File: config.mk
export PLATFORM = sky130hd
export DESIGN_NAME = configurable_convolutional_encoder_unit
export DESIGN_NICKNAME = d
export VERILOG_FILES = /design/src/hw/rtl/ccenc_pkg.sv /design/src/hw/rtl/ccenc_cfg.sv /design/src/hw/rtl/ccenc_core.sv /design/src/hw/rtl/configurable_convolutional_encoder_unit.sv
export SDC_FILE = /design/constraint.sdc
export NUM_CORES = 1
export LEC_CHECK = 0
export BUFFER_PORTS_ARGS = -buffer_cell sky130_fd_sc_hd__buf_2
export CAP_MARGIN = 25
export CORE_MARGIN = 8
export CORE_UTILIZATION = 59
export DETAILED_ROUTE_END_ITERATION = 16
export PLACE_DENSITY = 0.91
export SLEW_MARGIN = 30
export SYNTH_ARGS = -nofsm -noshare
export SYNTH_HDL_FRONTEND = slang
export SYNTH_SLANG_ARGS = --single-unit
export TNS_END_PERCENT = 20
File: constraint.sdc
create_clock -name i_clk -period 5.9 [get_ports i_clk]
set_input_delay 1.18 -clock i_clk [delete_from_list [all_inputs] [get_ports i_clk]]
set_output_delay 1.18 -clock i_clk [all_outputs]
set_load 0.1 [all_outputs]
File: src/hw/rtl/ccenc_pkg.sv
// ============================================================================
// ccenc_pkg
// Shared constants, register indexes and types of the configurable
// convolutional encoder.
// ============================================================================
package ccenc_pkg;

    // Code geometry: code bits per word, data bits per word, memory per group.
    localparam int N_OUT   = 2;
    localparam int K_IN    = 1;
    localparam int MEM     = 6;

    // Derived widths.
    localparam int GRP_LEN = MEM + 1;
    localparam int OTAP_W  = N_OUT * K_IN * GRP_LEN;
    localparam int FTAP_W  = K_IN * K_IN * GRP_LEN;
    localparam int STATE_W = K_IN * MEM;
    localparam int CFG_W   = (OTAP_W > FTAP_W) ? OTAP_W : FTAP_W;
    localparam int CFG_IDX_W = 2;

    // Reset value of the output tap register (octal 133, 171).
    localparam logic [OTAP_W-1:0] OTAP_RESET = OTAP_W'(11769);

    // Configuration register indexes.
    localparam logic [CFG_IDX_W-1:0] CFG_OUTPUT_TAPS     = CFG_IDX_W'(0);
    localparam logic [CFG_IDX_W-1:0] CFG_FEEDBACK_TAPS   = CFG_IDX_W'(1);
    localparam logic [CFG_IDX_W-1:0] CFG_FEEDBACK_ENABLE = CFG_IDX_W'(2);

    // Current configuration as seen by the encoding logic.
    typedef struct packed {
        logic [OTAP_W-1:0] output_taps;
        logic [FTAP_W-1:0] feedback_taps;
        logic              feedback_enable;
    } t_cfg;

endpackage

File: src/hw/rtl/ccenc_cfg.sv
// ============================================================================
// ccenc_cfg
// Configuration register file: decodes the write port into the output tap,
// feedback tap and feedback enable registers.
// ============================================================================
module ccenc_cfg (
    input  logic                            i_clk,
    input  logic                            i_rst_n,
    input  logic                            i_cfg_we,
    input  logic [ccenc_pkg::CFG_IDX_W-1:0] i_cfg_index,
    input  logic [ccenc_pkg::CFG_W-1:0]     i_cfg_data,
    output ccenc_pkg::t_cfg                 o_cfg
);

    logic [ccenc_pkg::OTAP_W-1:0] r_output_taps;
    logic [ccenc_pkg::FTAP_W-1:0] r_feedback_taps;
    logic                         r_feedback_enable;

    // Register writes; an unknown index is ignored.
    always_ff @(posedge i_clk) begin
        if (!i_rst_n) begin
            r_output_taps     <= ccenc_pkg::OTAP_RESET;
            r_feedback_taps   <= '0;
            r_feedback_enable <= 1'b0;
        end else if (i_cfg_we) begin
            unique case (i_cfg_index)
                ccenc_pkg::CFG_OUTPUT_TAPS: begin
                    r_output_taps <= i_cfg_data[ccenc_pkg::OTAP_W-1:0];
                end
                ccenc_pkg::CFG_FEEDBACK_TAPS: begin
                    r_feedback_taps <= i_cfg_data[ccenc_pkg::FTAP_W-1:0];
                end
                ccenc_pkg::CFG_FEEDBACK_ENABLE: begin
                    r_feedback_enable <= i_cfg_data[0];
                end
                default: begin
                end
            endcase
        end
    end

    assign o_cfg.output_taps     = r_output_taps;
    assign o_cfg.feedback_taps   = r_feedback_taps;
    assign o_cfg.feedback_enable = r_feedback_enable;

endmodule

File: src/hw/rtl/ccenc_core.sv
// ============================================================================
// ccenc_core
// Encoding logic for one word: builds the tap vectors, applies the optional
// recursive feedback, forms the code bits and the next shift state.
// ============================================================================
module ccenc_core (
    input  logic [ccenc_pkg::K_IN-1:0]    i_data_bits,
    input  logic [ccenc_pkg::STATE_W-1:0] i_state,
    input  ccenc_pkg::t_cfg               i_cfg,
    output logic [ccenc_pkg::N_OUT-1:0]   o_code_word,
    output logic [ccenc_pkg::STATE_W-1:0] o_next_state
);

    localparam int K   = ccenc_pkg::K_IN;
    localparam int M   = ccenc_pkg::MEM;
    localparam int G   = ccenc_pkg::GRP_LEN;
    localparam int OW  = ccenc_pkg::OTAP_W;
    localparam int FW  = ccenc_pkg::FTAP_W;

    // One tap vector per input group; position 0 is the new bit.
    logic [K-1:0][G-1:0] vec;
    logic                fb_acc;
    logic                out_acc;

    always_comb begin
        fb_acc       = 1'b0;
        out_acc      = 1'b0;
        o_code_word  = '0;
        o_next_state = '0;

        // Gather the new bit and the stored bits of each group, newest first.
        for (int j = 0; j < K; j++) begin
            vec[j][0] = i_data_bits[K-1-j];
            for (int v = 0; v < M; v++) begin
                vec[j][v+1] = i_state[(K-1-j)*M + M-1-v];
            end
        end

        // Recursive feedback, group by group, using groups already updated.
        if (i_cfg.feedback_enable) begin
            for (int i = 0; i < K; i++) begin
                fb_acc = 1'b0;
                for (int j = 0; j < K; j++) begin
                    for (int v = 0; v < G; v++) begin
                        fb_acc = fb_acc ^
                                 (i_cfg.feedback_taps[FW-1-(i*K*G + j*G + v)] & vec[j][v]);
                    end
                end
                vec[i][0] = vec[i][0] ^ fb_acc;
            end
        end

        // Code bits: parity of the output taps over all vectors, first output MSB.
        for (int i = 0; i < ccenc_pkg::N_OUT; i++) begin
            out_acc = 1'b0;
            for (int j = 0; j < K; j++) begin
                for (int v = 0; v < G; v++) begin
                    out_acc = out_acc ^
                              (i_cfg.output_taps[OW-1-(i*K*G + j*G + v)] & vec[j][v]);
                end
            end
            o_code_word[ccenc_pkg::N_OUT-1-i] = out_acc;
        end

        // Shift each group by one; the oldest bit drops out.
        for (int j = 0; j < K; j++) begin
            for (int v = 0; v < M; v++) begin
                o_next_state[(K-1-j)*M + M-1-v] = vec[j][v];
            end
        end
    end

endmodule

File: src/hw/rtl/configurable_convolutional_encoder_unit.sv
// A word accepted into the input register moves on to the output register,
// where its code word shows; the output side can stall it on the way.
// Throughput: one word per cycle while the output does not stall; the encoder state
// updates in the same cycle that a word moves from the input to the output register.
// Reset (synchronous, active low) empties both registers, clears the shift
// state and loads the default taps with feedback disabled.
// ============================================================================
// configurable_convolutional_encoder_unit
// Configurable (n,k,m) convolutional encoder with optional recursive feedback,
// with an input register, combinational encoding logic and an output register.
// ============================================================================
module configurable_convolutional_encoder_unit (
    input  logic                            i_clk,
    input  logic                            i_rst_n,
    // Input word channel.
    input  logic                            i_valid,
    output logic                            o_stall,
    input  logic [ccenc_pkg::K_IN-1:0]      i_data_bits,
    // Output word channel.
    output logic                            o_valid,
    input  logic                            i_stall,
    output logic [ccenc_pkg::N_OUT-1:0]     o_code_word,
    // Configuration write port.
    input  logic                            i_cfg_we,
    input  logic [ccenc_pkg::CFG_IDX_W-1:0] i_cfg_index,
    input  logic [ccenc_pkg::CFG_W-1:0]     i_cfg_data
);

    ccenc_pkg::t_cfg cfg;

    logic                            r_in_valid;
    logic [ccenc_pkg::K_IN-1:0]      r_in_data;
    logic                            r_out_valid;
    logic [ccenc_pkg::N_OUT-1:0]     r_out_code;
    logic [ccenc_pkg::STATE_W-1:0]   r_state;

    logic [ccenc_pkg::N_OUT-1:0]     n_out_code;
    logic [ccenc_pkg::STATE_W-1:0]   n_state;
    logic                            out_busy;
    logic                            advance;
    logic                            in_accept;

    ccenc_cfg u_cfg (
        .i_clk       (i_clk),
        .i_rst_n     (i_rst_n),
        .i_cfg_we    (i_cfg_we),
        .i_cfg_index (i_cfg_index),
        .i_cfg_data  (i_cfg_data),
        .o_cfg       (cfg)
    );

    ccenc_core u_core (
        .i_data_bits  (r_in_data),
        .i_state      (r_state),
        .i_cfg        (cfg),
        .o_code_word  (n_out_code),
        .o_next_state (n_state)
    );

    // Handshake: the input register moves on whenever the output register is free.
    assign out_busy  = r_out_valid & i_stall;
    assign advance   = r_in_valid & ~out_busy;
    assign o_stall   = r_in_valid & out_busy;
    assign in_accept = i_valid & ~o_stall;

    // Input register.
    always_ff @(posedge i_clk) begin
        if (!i_rst_n) begin
            r_in_valid <= 1'b0;
        end else if (!o_stall) begin
            r_in_valid <= i_valid;
        end
    end

    always_ff @(posedge i_clk) begin
        if (in_accept) begin
            r_in_data <= i_data_bits;
        end
    end

    // Output register and encoder state.
    always_ff @(posedge i_clk) begin
        if (!i_rst_n) begin
            r_out_valid <= 1'b0;
            r_state     <= '0;
        end else begin
            if (!out_busy) begin
                r_out_valid <= r_in_valid;
            end
            if (advance) begin
                r_state <= n_state;
            end
        end
    end

    always_ff @(posedge i_clk) begin
        if (advance) begin
            r_out_code <= n_out_code;
        end
    end

    assign o_valid     = r_out_valid;
    assign o_code_word = r_out_code;

endmodule
Word-level counts from Yosys, hierarchy flattened
Cells that the tools add are included.
Operators by class
  reduce and logical (&&, ||, !) cells: 4
  equality and inequality tests: 2
  muxes and demuxes: 1
  bitwise gates (word level): 46
Operators with widths (number)
  $and 1x1->1: 25
  $xor 1x1->1: 19
  $reduce_and 2->1: 3
  $eq 2x1->1 const B: 1
  $eq 2x2->1 const B: 1
  $logic_not 2->1: 1
  $not 1->1: 2
  $mux 1: 1
Storage, ports and cells
  word-level logic and storage cells: 61
  output and inout port bits: 4
  flip-flop bits (word level): 33
  input port bits: 22

Logic depth before layout (Yosys ltp)
  word-level depth: 16
  gate-level depth with buffers: 5

Cells and area by module
From an unflattened synthesis, not the netlist that was laid out.
Unflattened totals
  cells, all modules: 194
  area total of the unflattened synthesis: 1816.7 µm²
By module, submodules not included
  ccenc_cfg: cells an instance 97, instances 1, area an instance 955.9 µm²
  ccenc_core: cells an instance 60, instances 1, area an instance 442.9 µm²
  configurable_convolutional_encoder_unit: cells an instance 37, instances 1, area an instance 417.9 µm²

Least setup slack after synthesis
Ideal clock, no wire load.
  path kind: input to output
  start: input port i_stall
  end: output port o_stall
  arrival time: 1991 ps
  path buffers: 0
  path slack: 2729 ps
  required time: 4720 ps
  cell stages on the path: 1
  path through: and3_1
On the way
  cells in the longest elaborated chain, start to end: 2
RTL lines
  start, declared: RTL line configurable_convolutional_encoder_unit.sv:21  | input logic i_stall,
  $and 1x1->1: RTL line configurable_convolutional_encoder_unit.sv:61  | assign out_busy = r_out_valid & i_stall;
  $and 1x1->1: RTL line configurable_convolutional_encoder_unit.sv:63  | assign o_stall = r_in_valid & out_busy;
  end, declared: RTL line configurable_convolutional_encoder_unit.sv:17  | output logic o_stall,
Every way passes these cells.

Final worst setup path
Ends and elaborated chain as after synthesis.

==> metrics.yaml <==
die_x_um: 68.31
io_pins: 26
drive_gt1_share_pct: 20.30
reg2reg_setup_slack_ns: 3.64
yosys_warnings: 0
grt_pass1_wl_um: 5940
ys_top_cells_by_area: "dfxtp_1 37%, nand2_1 11%, mux2i_1 7.4%"
area_growth_pct: 13.33
cts_setup_buffers: 0
numCtsBuffers: 5
hold_class: "reg -> reg"
p_total_mw: 0.4433
post-route-util_pct: 68.10
status: "finished clean"
final-setup-viol-count: 0
synth_top_area_share_pct: 37.21
clkLatencyLatePin_ns: 0.34
antenna_found_initial: 0
relSlewSlack_pct: 68.38
hold_end: "u_cfg.r_output_taps[7]"
fillCellCount: 197
nets: 223
viasPerCell: 5.554
seq_area_frac_synth_pct: 42.79
vdd_drop_max_mv: 0.1698
p_per_area_nw_per_um2: 242.3
diodes: 0
synth.avg_cell_area_um2: 9.171
setup_tns_ns: 0
ctsHoldBuffers: 0
crit_type: "in -> out"
r2r-start: "r_in_data"
grt_pass1_vias: 1356
dpl.hpwl_um: 2590
holdPathStages: 2
min_from: "u_cfg.r_output_taps[7]"
drt-total-wl_um: 3487
path_max_fanout: 3
port_buffers: 25
fmax_mhz: 323.2
htree_levels: 2
final_cells: 233
synth_largest_area_cell: "dfxtp_1"
gp_congestion: 0.7699
cp.arrival_ns: 1.91
cap_viol_max_count: 0
grt_overflow: 0
p_leak_nw: 0.8309
setup.worst_path.start_class: "input pin"
firstDrtPassIters: 6
crit_required_ns: 4.72
die_area_um2: 4666
setup_slack_ns: 2.806
cts_resized: 0
num_vias: 1294
grt_max_degree: 31
syn-cell-area_um2: 1614
fp.coreArea_um2: 2686
ff2ff_path_depth: 5
critPathMaxStageDelay_ns: 0.44
grtUsageTotal_pct: 17.51
clock-sinks: 33
initialDrtViolationCount: 71
wire_per_inst_um: 14.97
drv_slew: 0
synth_cell_types: 31
drtAntennaViolNets: 0
clk_path_buf_depth: 2
r2r-end: "o_code_word[0]"
die_h_um: 68.31
drc_errors: 0
place_inst: 225
syn-num-nets: 198
worst_slew_pin_slew_ns: 0.4700
cp-end-kind: "primary output"
root_buffer: "clkbuf_4"
crit_top_cell: "buf_2"
crit_slowest_cell: "buf_2"
dp_slack_ns: 2.811
path_cells: "buf_2 -> and3_1 -> buf_2"
rsz0062_at_grt: "no"
clk_pin_slew_worst_paths_ns: 0.09
netlist_instances: 176
cts_tree: "built"
std_cell_rows: 19
skew_ns: 0.007129
fin_crit_ns: 3.094
floorplan.initialDensity_pct: 60.08
fin_crit_sh_pct: 52.44
yosys_register_bits: 33
hold_viol: 0
## registers in the layout, summed over array words and instances, names as in the netlist
| signal | cells |
|---|---|
| o_code_word | 2 |
| u_cfg.r_output_taps | 14 |
| u_cfg.r_feedback_taps | 7 |
| r_state | 6 |
| r_in_valid | 1 |
| u_cfg.r_feedback_enable | 1 |
| r_in_data | 1 |
| o_valid | 1 |
## routing by layer
| metal | vias up | part of all wire (%) | global-route usage, % |
|---|---|---|---|
| li1 | 639 | - | - |
| met1 | 594 | 39 | 16.85 |
| met2 | 48 | 52 | 30.36 |
| met3 | 13 | 6.0 | 7.365 |
| met4 | 0 | 3.6 | 11.00 |
| met5 | - | 0 | 0 |
## layout by cell type, fill, tap and decap left out, types with 4 or more instances in the layout
| cell | count |
|---|---|
| a21boi_0 | 5 |
| buf_2 | 25 |
| clkbuf_4 | 5 |
| dfxtp_1 | 30 |
| mux2i_1 | 12 |
| nand2_1 | 49 |
| nand3_1 | 12 |
| nor2b_1 | 15 |
| xnor2_1 | 6 |
| xnor3_1 | 4 |
## kinds of logic (layout without fill, tap and decap cells)
| kind of cell | count (synthesis) | in the layout | synth area share (%) |
|---|---|---|---|
| simple gates | 91 | 91 | 27.21 |
| flops | 33 | 33 | 42.79 |
| compound gates | 15 | 15 | 6.899 |
| mux | 14 | 14 | 9.303 |
| xor+xnor | 13 | 13 | 11.47 |
| buf+inv | 10 | 36 | 2.325 |
## cells in the mapped netlist, drive strengths merged
cell type / count
buf: 1
a31oi: 1
o21a: 1
xor2: 2
nor3b: 1
nor2: 1
a21oi: 2
nand2: 49
dfxtp: 30
nor4: 2
o21ai: 2
xnor2: 6
and3: 1
edfxtp: 3
inv: 1
and2: 2
xnor3: 4
clkbuf: 8
mux2: 2
and3b: 1
xor3: 1
nand3b: 3
nand3: 12
or3: 1
or3b: 1
a211oi: 4
nand2b: 2
nor2b: 15
mux2i: 12
a21boi: 5
## worst max-delay path: cells and delay by family
kind,cells,cell delay [ns]
buf+inv,2,0.54
simple gates,1,0.20
## area by class of cell
type                            instances  area, um2  share of cell area (%)
Sequential cell                        33      690.7                   37.76
Multi-Input combinational cell        133      885.9                   48.43
Clock buffer                            7      65.06                   3.557
Timing Repair Buffer                   27      140.1                   7.661
Tap cell                               31      38.79                   2.120
Inverter                                1      3.754                  0.2052
Clock inverter                          1      5.005                  0.2736
## per-stage QoR
| stage | cell area (um2) | hold WS, ns |
|---|---|---|
| final | 1829 | 0.4754 |
| after global routing | 1829 | 0.5039 |
| after CTS | 1829 | 0.4797 |
| after detailed placement | 1759 | 0.4620 |
| after global placement | 1759 | 0.4529 |
| after floorplan | 1614 | 0.4404 |
## where the power goes
part,internal [mW],total [mW],leakage (nW),switching (mW)
Combinational,0.0257,0.0583,0.517,0.0327
Sequential,0.236,0.242,0.273,0.00693
Clock,0.0690,0.142,0.0413,0.0735
Total,0.330,0.443,0.831,0.113
## worst max path at each step
stage                       start  endpoint  slack (ns)  depth (start not counted)
after global routing      i_stall   o_stall        2.77                          3
after global placement    i_stall   o_stall        2.83                          3
after floorplan           i_stall   o_stall        2.73                          1
final                     i_stall   o_stall        2.81                          3
after detailed placement  i_stall   o_stall        2.81                          3
after CTS                 i_stall   o_stall        2.81                          3
Power figures use the tool's default switching activity.
